**config.mk**
```make
export PLATFORM = sky130hd
export DESIGN_NAME = opu_divsqrt
export DESIGN_NICKNAME = d
export VERILOG_FILES = /design/src/design/opu_pkg.sv /design/src/design/opu_divsqrt.sv
export SDC_FILE = /design/constraint.sdc
export NUM_CORES = 1
export LEC_CHECK = 0
export BUFFER_PORTS_ARGS = -buffer_cell sky130_fd_sc_hd__buf_2
export CAP_MARGIN = 15
export CORE_MARGIN = 5
export CORE_UTILIZATION = 52
export CTS_BUF_LIST = sky130_fd_sc_hd__clkbuf_16
export CTS_CLUSTER_SIZE = 8
export DETAILED_ROUTE_END_ITERATION = 8
export GPL_ROUTABILITY_DRIVEN = 0
export GPL_TIMING_DRIVEN = 0
export HOLD_SLACK_MARGIN = 0.08
export PLACE_DENSITY = 0.78
export SYNTH_ARGS = -nofsm -noshare
export SYNTH_HDL_FRONTEND = slang
export SYNTH_SLANG_ARGS = --single-unit
```
**constraint.sdc**
```tcl
create_clock -name clk_i -period 4.2 [get_ports clk_i]
set_clock_uncertainty 0.05 [all_clocks]
set_input_delay 0.42 -clock clk_i [delete_from_list [all_inputs] [get_ports clk_i]]
set_output_delay 0.42 -clock clk_i [all_outputs]
set_load 0.1 [all_outputs]
```
**src/design/opu_pkg.sv**
```systemverilog
// ----------------------------------------------------------------------------
// opu_pkg
// shared types and constants for the optimizer parameter update block
// ----------------------------------------------------------------------------
`timescale 1ns / 1ps
`default_nettype none

package opu_pkg;

  // value format, signed or unsigned q8.24
  localparam int unsigned VALUE_W = 32;
  localparam int unsigned FRAC_W  = 24;
  // coefficient format, unsigned q0.24
  localparam int unsigned COEF_W  = 24;
  // batch count and step number
  localparam int unsigned CNT_W   = 16;

  // shared divide / square root unit
  localparam int unsigned DSU_X_W    = 56;  // dividend, radicand, quotient
  localparam int unsigned DSU_D_W    = 29;  // divisor and partial remainder
  localparam int unsigned DSU_ROOT_W = 28;  // square root result
  localparam int unsigned DSU_CNT_W  = 6;

  localparam logic [DSU_CNT_W-1:0] DIV_SHORT  = 6'd32;
  localparam logic [DSU_CNT_W-1:0] DIV_LONG   = 6'd56;
  localparam logic [DSU_CNT_W-1:0] SQRT_STEPS = 6'd28;

  // configuration register indexes
  localparam int unsigned CFG_IDX_W = 3;
  localparam logic [CFG_IDX_W-1:0] CFG_MODE  = 3'd0;
  localparam logic [CFG_IDX_W-1:0] CFG_LR    = 3'd1;
  localparam logic [CFG_IDX_W-1:0] CFG_B1    = 3'd2;
  localparam logic [CFG_IDX_W-1:0] CFG_B2    = 3'd3;
  localparam logic [CFG_IDX_W-1:0] CFG_EPS   = 3'd4;
  localparam logic [CFG_IDX_W-1:0] CFG_DECAY = 3'd5;
  localparam logic [CFG_IDX_W-1:0] CFG_BATCH = 3'd6;
  localparam logic [CFG_IDX_W-1:0] CFG_STEP  = 3'd7;

  // update modes
  localparam logic MODE_SGD   = 1'b0;
  localparam logic MODE_ADAMW = 1'b1;

  typedef enum logic {
    DSU_DIV  = 1'b0,
    DSU_SQRT = 1'b1
  } dsu_op_e;

  typedef struct packed {
    logic                 start;
    dsu_op_e              op;
    logic [DSU_CNT_W-1:0] iters;
  } dsu_req_t;

  typedef struct packed {
    logic signed [VALUE_W-1:0] gradient_sum;
    logic signed [VALUE_W-1:0] weight_in;
    logic signed [VALUE_W-1:0] moment_one_in;
    logic        [VALUE_W-1:0] moment_two_in;
    logic                      last_element;
  } in_item_t;

  typedef struct packed {
    logic signed [VALUE_W-1:0] weight_out;
    logic signed [VALUE_W-1:0] moment_one_out;
    logic        [VALUE_W-1:0] moment_two_out;
    logic                      last_out;
  } out_item_t;

endpackage

`default_nettype wire

```
**src/design/opu_divsqrt.sv**
```systemverilog
// ----------------------------------------------------------------------------
// opu_divsqrt
// restoring divider and square root sharing one compare and subtract,
// one quotient bit or one root bit per cycle
// ----------------------------------------------------------------------------
`timescale 1ns / 1ps
`default_nettype none

module opu_divsqrt (
  input  logic                            clk_i,
  input  logic                            rst_ni,
  input  opu_pkg::dsu_req_t               req_i,
  input  logic [opu_pkg::DSU_X_W-1:0]     dividend_i,
  input  logic [opu_pkg::DSU_D_W-1:0]     divisor_i,
  output logic                            done_o,
  output logic [opu_pkg::DSU_X_W-1:0]     result_o
);
  import opu_pkg::*;

  localparam int unsigned TRIAL_W = DSU_D_W + 2;

  logic                  busy_q;
  logic                  done_q;
  dsu_op_e               op_q;
  logic [DSU_CNT_W-1:0]  cnt_q;
  logic [DSU_X_W-1:0]    x_q;
  logic [DSU_D_W-1:0]    rem_q;
  logic [DSU_ROOT_W-1:0] root_q;
  logic [DSU_D_W-1:0]    divisor_q;

  logic [TRIAL_W-1:0]    trial;
  logic [TRIAL_W-1:0]    sub_op;
  logic [TRIAL_W:0]      diff;
  logic                  ge;
  logic [DSU_D_W-1:0]    rem_nx;

  // one trial subtraction per cycle
  always_comb begin
    unique case (op_q)
      DSU_SQRT: begin
        trial  = {rem_q, x_q[DSU_X_W-1 -: 2]};
        sub_op = {1'b0, root_q, 2'b01};
      end
      DSU_DIV: begin
        trial  = {1'b0, rem_q, x_q[DSU_X_W-1]};
        sub_op = {2'b00, divisor_q};
      end
    endcase
    diff   = {1'b0, trial} - {1'b0, sub_op};
    ge     = ~diff[TRIAL_W];
    rem_nx = ge ? diff[DSU_D_W-1:0] : trial[DSU_D_W-1:0];
  end

  always_ff @(posedge clk_i or negedge rst_ni) begin
    if (!rst_ni) begin
      busy_q <= 1'b0;
      done_q <= 1'b0;
      op_q   <= DSU_DIV;
      cnt_q  <= '0;
    end else begin
      done_q <= 1'b0;
      if (busy_q) begin
        cnt_q <= cnt_q - 1'b1;
        if (cnt_q == DSU_CNT_W'(1)) begin
          busy_q <= 1'b0;
          done_q <= 1'b1;
        end
      end else if (req_i.start) begin
        busy_q <= 1'b1;
        op_q   <= req_i.op;
        cnt_q  <= req_i.iters;
      end
    end
  end

  always_ff @(posedge clk_i) begin
    if (busy_q) begin
      rem_q <= rem_nx;
      if (op_q == DSU_SQRT) begin
        x_q    <= {x_q[DSU_X_W-3:0], 2'b00};
        root_q <= {root_q[DSU_ROOT_W-2:0], ge};
      end else begin
        x_q <= {x_q[DSU_X_W-2:0], ge};
      end
    end else if (req_i.start) begin
      x_q       <= dividend_i;
      divisor_q <= divisor_i;
      rem_q     <= '0;
      root_q    <= '0;
    end
  end

  assign done_o   = done_q;
  assign result_o = (op_q == DSU_SQRT) ? DSU_X_W'(root_q) : x_q;

endmodule

`default_nettype wire

```
After elaboration in Yosys (flattened, before gate mapping). Index checks and enable logic that the tools add are counted.

Bits in registers: 151. Latch bits: 0. Memory bits (writable): 0. ROM bits: 0. Input bits: 95. Output and inout bits: 57. Logic and storage cells: 37. Memories: 0.

Add/sub/neg operators: 2. Multipliers: 0. Divide/modulo/power cells: 0. $lt $le $gt $ge: 0. Equality and inequality tests: 2. Shifts and indexed selects: 0. Muxes and demuxes: 19. Bitwise logic cells: 3. Reductions and logical operators: 3.

Operator list (number): $mux W56 (4); $pmux W31 S2 (2); $mux W29 (3); $mux W28 (3); $sub A31 B31 Y32 (1); $mux W6 (2); $eq A6 B1 Y1 const B (1); $sub A6 B1 Y6 const B (1); $mux W1 (5); $reduce_and A2 Y1 (2); $not A1 Y1 (3); $ne A2 B1 Y1 const B (1); $reduce_bool A2 Y1 (1).

Logic depth before layout (Yosys ltp). Gate-level depths: netlist of run 1.

Depth after elaboration: 6. Depth in mapped cells: 16. Gate-level depth less buffers: 13.

Worst setup path before layout of run 1. Ideal clock, no wire load.

Path kind: register to register. Start: register op_q. End: register rem_q[26], data pin. Setup time: 0.258 ns. Arrival: 3.891 ns. Data required time: 3.892 ns. Setup slack: 0.001 ns. Stages on the path, launching flop included: 15. Buffers on the path: 1. Clock period less this slack: 4.199 ns. Path through: dfrtp_1 > buf_1 > nor2b_1 > a21oi_1 > ha_1 > inv_1 > fa_1 > a21oi_1 > o211ai_1 > a221oi_2 > o2111ai_1 > a31oi_1 > o31ai_1 > xnor2_1 > o21ai_1.

Word-level cells in the longest chain between the ends: 5. Elaborated cells between the ends (all ways): 6. Those cells by class: add/sub (1); mux (4); bitwise (1).

Ends and longest elaborated chain: from (decl) (line opu_divsqrt.sv:24) `dsu_op_e op_q;`; from (signal assigned) (line opu_divsqrt.sv:70) `op_q <= req_i.op;`; $not A1 Y1 (line opu_divsqrt.sv:39) `unique case (op_q)`; $pmux W31 S2 (line opu_divsqrt.sv:39); $sub A31 B31 Y32 (line opu_divsqrt.sv:49) `diff = {1'b0, trial} - {1'b0, sub_op};`; $mux W29 (*) (line opu_divsqrt.sv:51) `rem_nx = ge ? diff[DSU_D_W-1:0] : trial[DSU_D_W-1:0];`; $mux W29 (*) (line opu_divsqrt.sv:77) `if (busy_q) begin`; to (signal assigned) (line opu_divsqrt.sv:78) `rem_q <= rem_nx;`; to (decl) (line opu_divsqrt.sv:27) `logic [DSU_D_W-1:0] rem_q;`.

Every way passes the cells marked *; elsewhere a longest branch is shown, timed or not. The select of a mux whose other input is x is not followed. A chain may end at the register's enable or synchronous reset.

Final worst setup path of run 1. Ends and elaborated chain as after synthesis.

==> Implementation_results.wiki, run 1 <==
{| class="wikitable"
! Metric !! Value
|-
| Ratio of final minimum period to clock period || 96.2%
|-
| Placement Rows || 48
|-
| Clock Latency Late Sink || 430 ps
|-
| Layout cell share with drive strength beyond 1 || 25.6%
|-
| Number of iterations in the first detailed-routing pass || 5
|-
| Area of the core || 0.0172 mm²
|-
| CP arrival || 4160 ps
|-
| Via total after detailed routing || 7163
|-
| Horiz. Die Dim || 142 µm
|-
| Fraction of synthesis flops using an asynchronous set or reset pin || 5.96%
|-
| Area fraction of the dominant cell type after synthesis || 47.2%
|-
| Source of the critical timing path || op_q
|-
| Number of antenna violations at the first check in global routing || 2
|-
| Drt initial violations || 647
|-
| Critical path class || reg -> reg
|-
| Setup-failing EPs final || 0
|-
| Maximum level of the CTS H-tree || 4
|-
| Initial standard-cell utilization of the core || 52.6%
|-
| Placed wire-length estimate after detailed placement || 17200 µm
|-
| Required time reported for the critical path endpoint || 4320 ps
|-
| Commonest cells in the netlist || sky130_fd_sc_hd__edfxtp_1 (142), sky130_fd_sc_hd__a21oi_1 (136), sky130_fd_sc_hd__nor2_1 (82)
|-
| Path class of the lowest-slack min-delay path || in -> reg
|-
| Remaining global-route overflow || 0
|-
| Cell area after synthesis || 0.00903 mm²
|-
| Run status || finished, final reports clean
|-
| Vias in the first global route || 7060
|-
| Yosys warning count || 0
|-
| Pin count of the biggest net entering global routing || 73
|-
| Most repeated cell in the gate-level netlist after synthesis || sky130_fd_sc_hd__edfxtp_1
|-
| Maximum buffer depth of the clock tree || 2
|-
| Number of routed nets with antenna violations || 0
|-
| Number of max-slew violations in the final report || 0
|-
| Number of buffers created by CTS || 17
|-
| Final cell utilization of the core || 62.7%
|-
| DR vias/cell || 5.65
|-
| Cell variety after synth || 55
|-
| Syn_nets || 982
|-
| Worst Setup End Kind || register
|-
| Library cell used as clock root buffer || sky130_fd_sc_hd__clkbuf_16
|-
| Largest fanout on the critical path || 10
|-
| WL/cell || 18.2 µm
|-
| Clock tree from TritonCTS || yes
|-
| Top cell type by total area after synthesis || sky130_fd_sc_hd__edfxtp_1
|-
| Worst-margin pin slew || 802 ps
|-
| Top post-synthesis cells by area || sky130_fd_sc_hd__edfxtp_1 (47%), sky130_fd_sc_hd__a21oi_1 (7.5%), sky130_fd_sc_hd__mux2_2 (7.0%), sky130_fd_sc_hd__mux2i_1 (6.2%), sky130_fd_sc_hd__ha_1 (4.4%)
|-
| Hold Violations, Final || 0
|-
| Flop and latch count out of synthesis || 151
|-
| Total negative slack for setup checks || 0 ps
|-
| Number of design rule violations left after detail routing || 0
|-
| Worst min-delay path startpoint || divisor_i[14]
|-
| Upper clock frequency limit || 0.247 GHz
|-
| Port Buffer Count || 151
|-
| Most common flop cell mapped by yosys || sky130_fd_sc_hd__edfxtp_1
|-
| Overall track demand over capacity in global routing || 23.0%
|-
| Post-Synthesis Cells || 854
|-
| Syn_area_per_cell || 10.6 µm²
|-
| Die ar. || 0.0201 mm²
|-
| Height of the chip || 142 µm
|-
| Element type at the critical path start || register
|-
| Clock slew seen by the registers of the worst setup and hold paths || 60 ps
|-
| Layout overhead on the synthesized area || 19.3%
|-
| Total wire length after detailed routing || 23100 µm
|-
| FF-to-FF Start || op_q
|-
| Max-Cap Viols || 0
|-
| I/O Pins || 152
|-
| Rel. slew slack || 46.6%
|-
| Number of flops mapped to enable cells by yosys || 142
|-
| Final layout net count || 1156
|-
| Wire length of the first global-routing pass || 36400 µm
|-
| Minimum clock period after layout || 4040 ps
|-
| Seq/Total Area, Yosys || 49.7%
|-
| CTS sink cnt || 151
|}
-- layer usage --
layer | track usage, % | vias to the layer above | part of all wire [%]
met2 | 36.1 | 259 | 47
met5 | 0 | - | 0
met4 | 7.22 | 0 | 2.1
met1 | 32.4 | 3378 | 44
met3 | 4.52 | 36 | 6.8
li1 | - | 3490 | -
-- worst paths after layout --
| path | endpoint | cells after the start | slack [ps] |
|---|---|---|---|
| worst max-delay path | rem_q[26] | 15 | 160 |
| worst min-delay path | divisor_q[14] | 1 | 120 |
| worst max register to register | rem_q[26] | 15 | 160 |
| worst min register to register | done_o | 1 | 480 |
| max in group asynchronous | op_q | 2 | 3590 |
| min in group asynchronous | cnt_q[0] | 2 | 330 |
-- cell usage in the layout (no fill, tap or decap), types with 6 or more instances in the layout --
cell | Yosys | layout
sky130_fd_sc_hd__nand2_1 | 70 | 70
sky130_fd_sc_hd__dfrtp_1 | 9 | 9
sky130_fd_sc_hd__mux2i_1 | 56 | 56
sky130_fd_sc_hd__clkbuf_1 | 29 | 27
sky130_fd_sc_hd__a31oi_1 | 6 | 6
sky130_fd_sc_hd__o21ai_0 | 17 | 17
sky130_fd_sc_hd__nor2_1 | 82 | 82
sky130_fd_sc_hd__a211oi_1 | 6 | 6
sky130_fd_sc_hd__inv_1 | 15 | 16
sky130_fd_sc_hd__clkbuf_16 | 0 | 17
sky130_fd_sc_hd__o21ai_1 | 7 | 6
sky130_fd_sc_hd__nand3_1 | 12 | 12
sky130_fd_sc_hd__and2_1 | 30 | 30
sky130_fd_sc_hd__xor2_1 | 8 | 8
sky130_fd_sc_hd__a21oi_1 | 136 | 136
sky130_fd_sc_hd__clkinv_1 | 0 | 7
sky130_fd_sc_hd__nor3_1 | 6 | 6
sky130_fd_sc_hd__xnor2_1 | 18 | 18
sky130_fd_sc_hd__buf_2 | 14 | 162
sky130_fd_sc_hd__a21o_1 | 6 | 6
sky130_fd_sc_hd__ha_1 | 32 | 32
sky130_fd_sc_hd__mux2_2 | 56 | 56
sky130_fd_sc_hd__nor2b_1 | 31 | 31
sky130_fd_sc_hd__edfxtp_1 | 142 | 142
-- flip-flops by register name, summed over array words and instances, names as in the netlist --
| register | flops |
|---|---|
| root_q | 28 |
| done_o | 1 |
| busy_q | 1 |
| rem_q | 29 |
| op_q | 1 |
| cnt_q | 6 |
| x_q | 56 |
| divisor_q | 29 |
-- layout make-up --
| class | instances | area (µm²) |
|---|---|---|
| fillers | 1456 | 6410 |
| flip-flops and latches | 151 | 4490 |
| multi-input cells | 637 | 4300 |
| repair buffers | 156 | 856 |
| clock buffers | 17 | 425 |
| well taps | 225 | 282 |
| plain buffers | 50 | 238 |
| clock inverters | 15 | 120 |
| inverters | 15 | 58.8 |
| diodes | 1 | 2.50 |
-- kinds of logic (layout without fill, tap and decap cells) --
| logic type | after synthesis | after routing | synth area share (%) |
|---|---|---|---|
| mux | 112 | 112 | 13.2 |
| fa+ha+maj | 33 | 33 | 4.66 |
| xor+xnor | 26 | 26 | 2.52 |
| compound gates | 212 | 212 | 13.7 |
| flops | 151 | 151 | 49.7 |
| simple gates | 254 | 254 | 13.3 |
| other cells | 0 | 1 | 0 |
| buf+inv | 66 | 253 | 2.94 |
-- worst max-delay path: stages, from the launching register on --
cell                        delay [ps]
sky130_fd_sc_hd__dfrtp_1           430
sky130_fd_sc_hd__buf_4             250
sky130_fd_sc_hd__clkbuf_4          270
sky130_fd_sc_hd__clkbuf_2          250
sky130_fd_sc_hd__or2_2             150
sky130_fd_sc_hd__ha_1              170
sky130_fd_sc_hd__inv_1              60
sky130_fd_sc_hd__fa_1              420
sky130_fd_sc_hd__a21oi_1           190
sky130_fd_sc_hd__o211ai_1          190
sky130_fd_sc_hd__a221oi_4          450
sky130_fd_sc_hd__o2111ai_1         190
sky130_fd_sc_hd__a31oi_1           320
sky130_fd_sc_hd__o31ai_1           150
sky130_fd_sc_hd__xnor2_1           160
sky130_fd_sc_hd__o21ai_1            80
-- through the flow --
| stage | instance area (µm²) | hold WS (ps) | instances | setup WS (ps) |
|---|---|---|---|---|
| 6_report | 10800 | 116 | 1267 | 158 |
| 2_1_floorplan | 9030 | 74.4 | 854 | 1.05 |
| 3_3_place_gp | 10100 | 230 | 1230 | -1030 |
| 5_1_grt | 10800 | 99.2 | 1267 | -13.5 |
| 4_1_cts | 10700 | 99.5 | 1266 | 9.13 |
| 3_5_place_dp | 10200 | 233 | 1233 | -1070 |
-- timing repair --
item,4_1_cts,5_1_grt
resized for setup,14,7
hold buffers,1,0
endpoints found under the setup margin,31,30
hold endpoints to repair,9,0
setup buffers,0,1
pin swaps,0,1
Power of run 1 is not shown: default switching activity piles up to over one toggle a cycle in this logic, so the estimate is an artifact.
==> inputs of run 2 (changes only) <==
--- a/config.mk
+++ b/config.mk
@@ -15,7 +15,7 @@
 export GPL_ROUTABILITY_DRIVEN = 0
 export GPL_TIMING_DRIVEN = 0
 export HOLD_SLACK_MARGIN = 0.08
-export PLACE_DENSITY = 0.78
+export PLACE_DENSITY_LB_ADDON = 0.15
 export SYNTH_ARGS = -nofsm -noshare
 export SYNTH_HDL_FRONTEND = slang
 export SYNTH_SLANG_ARGS = --single-unit
==> run 2 against run 1 <==
  * Design area grew 0.72%
  * Sequential share of layout area shrank 0.30 points
  * Final cell count shrank 0.24%
  * Wire length shrank 0.25%
  * Register-to-register slack gained 60 ps
  * Die area is the same
  * Flip-flop and latch count is the same
  * First-iteration DRC count shrank 13%
  * Non-clock buffer count shrank 2
  * Via count shrank 0.53%
==> Implementation_results.wiki, run 2 (synthesized netlist as in run 1, its figures left out) <==
{| class="wikitable"
! Metric !! Value
|-
| Most frequent cells in the layout || sky130_fd_sc_hd__buf_2 (162), sky130_fd_sc_hd__edfxtp_1 (142), sky130_fd_sc_hd__a21oi_1 (136)
|-
| Drt initial violations || 560 (-13%)
|-
| DR vias/cell || 5.64 (-0.29%)
|-
| Placement Rows || 48 (unchanged)
|-
| CTS sink cnt || 151 (unchanged)
|-
| Initial standard-cell utilization of the core || 52.6% (unchanged)
|-
| WL/cell || 18.2 µm (about the same)
|-
| Library cell used as clock root buffer || sky130_fd_sc_hd__clkbuf_16
|-
| Minimum clock period after layout || 3980 ps (-57.6 ps)
|-
| Number of buffer and inverter stages on the critical path || 5 (+1)
|-
| Clock slew seen by the registers of the worst setup and hold paths || 60 ps (about the same)
|-
| Rel. slew slack || 45.9% (-0.68 points)
|-
| Via total after detailed routing || 7125 (-0.53%)
|-
| Height of the chip || 142 µm (unchanged)
|-
| Final critical-path setup slack || 215 ps (+57.6 ps)
|-
| Run status || finished, final reports clean
|-
| Setup-failing EPs final || 0 (unchanged)
|-
| Largest fanout on the critical path || 19 (+9)
|-
| Die ar. || 0.0201 mm² (unchanged)
|-
| CP peak stage delay || 450 ps (about the same)
|-
| Placed wire-length estimate after detailed placement || 17200 µm (+0.23%)
|-
| Final layout net count || 1154 (-0.17%)
|-
| Number of buffers created by CTS || 17 (unchanged)
|-
| CP max-delay cell || sky130_fd_sc_hd__dfrtp_1
|-
| Layout overhead on the synthesized area || 20.1%
|-
| Most frequent standard cell in the layout excluding fill and tap cells || sky130_fd_sc_hd__buf_2
|-
| Pin count of the biggest net entering global routing || 46 (-37%)
|-
| Max-Cap Viols || 0 (unchanged)
|-
| Total wire length after detailed routing || 23000 µm (-0.25%)
|-
| Worst-margin pin slew || 812 ps (+10.2 ps)
|-
| Ratio of final minimum period to clock period || 94.9% (-1.4 points)
|-
| I/O Pins || 152 (unchanged)
|-
| Upper clock frequency limit || 0.251 GHz (+1.4%)
|-
| Filler cells || 1498 (+2.9%)
|-
| Maximum level of the CTS H-tree || 4 (unchanged)
|-
| Multi-input combinational cell area || 0.00430 mm² (+0.12%)
|-
| Number of iterations in the first detailed-routing pass || 5 (unchanged)
|-
| Path class of the lowest-slack min-delay path || in -> reg
|-
| Area of the core || 0.0172 mm² (unchanged)
|-
| Worst Setup End Kind || register
|-
| Largest registers || x_q: 56 flops, divisor_q: 29 flops, rem_q: 29 flops
|-
| Element type at the critical path start || register
|-
| CP arrival || 4090 ps (-70 ps)
|-
| Largest delay share family, worst path || buffers and inverters
|-
| Horiz. Die Dim || 142 µm (unchanged)
|-
| Setup repair bufs after CTS || 0 (unchanged)
|-
| Layout cell share with drive strength beyond 1 || 26.3% (+0.72 points)
|-
| Inserted Diodes || 0 (-1)
|-
| RSZ-0062 raised after global routing || false
|-
| Number of routed nets with antenna violations || 0 (unchanged)
|-
| Overall track demand over capacity in global routing || 23.1% (+0.13 points)
|-
| Vias in the first global route || 7012 (-0.68%)
|-
| Clock tree from TritonCTS || yes
|-
| Sequential cell area in the final layout || 0.00449 mm² (unchanged)
|-
| Clock Latency Late Sink || 430 ps (about the same)
|-
| Critical path class || reg -> reg
|-
| Required time reported for the critical path endpoint || 4310 ps (about the same)
|-
| Number of max-slew violations in the final report || 0 (unchanged)
|-
| Maximum buffer depth of the clock tree || 2 (unchanged)
|-
| Port Buffer Count || 151 (unchanged)
|-
| Flip-flop count of the largest register, all copies and words added || 56 (unchanged)
|-
| Critical path cell sequence || buf_4, buf_8, buf_6, mux2i_1, ha_1, buf_2, nand4_1, or2_0, a211oi_2, nor3_2, o31ai_4, a31o_2, buf_4, mux2i_1, nor2_1
|-
| Remaining global-route overflow || 0 (unchanged)
|-
| Largest Register || x_q
|-
| Wire length of the first global-routing pass || 36500 µm (+0.23%)
|-
| Number of design rule violations left after detail routing || 0 (unchanged)
|-
| Worst-case setup slack after placement || -1120 ps (-47.6 ps)
|-
| Hold Violations, Final || 0 (unchanged)
|-
| Number of antenna violations at the first check in global routing || 0 (-2)
|}
## run 2: through the flow
step           hold slack, ps  setup TNS, ps  cells  util (%)  cell area, µm²
3_5_place_dp              235         -30080   1233      59.1           10200
5_1_grt                  94.3              0   1264      63.2           10800
3_3_place_gp              235         -28790   1230      58.6           10100
4_1_cts                   103          -2.75   1265      63.0           10800
2_1_floorplan            74.4              0    854         -            9030
6_report                  116              0   1264      63.2           10800
## run 2: final cells by class
cell class / count / share of cell area, %
sequential: 151 / 41.4
timing repair buffer: 155 / 7.82
inverter: 15 / 0.542
clock inverter: 15 / 1.87
multi-input combinational: 637 / 39.7
tap: 225 / 2.60
clock buffer: 17 / 3.92
buffer: 49 / 2.19
## run 2: worst paths after layout
check | cells after the start | slack (ps) | end | startpoint
max reg2reg | 15 | 220 | rem_q[20] | op_q
max in group asynchronous | 2 | 3580 | busy_q | rst_ni
max | 15 | 220 | rem_q[20] | op_q
min | 1 | 120 | divisor_q[11] | divisor_i[11]
min reg2reg | 1 | 480 | done_o | cnt_q[4]
min in group asynchronous | 2 | 330 | cnt_q[0] | rst_ni
## run 2: timing repair
item	in CTS	in global routing
hold buffers	1	0
hold endpoints to repair	9	0
pin swaps	0	0
setup endpoints to repair	31	29
resized for setup	14	7
## run 2: per-layer routing
metal,GRT usage (%),vias to the layer above,wire (µm)
li1,-,3465,-
met1,32.1,3371,10200
met2,37.1,265,10800
met3,4.89,24,1680
met4,6.16,0,294
met5,0,-,0
Power of run 2 is left out for the same reason.
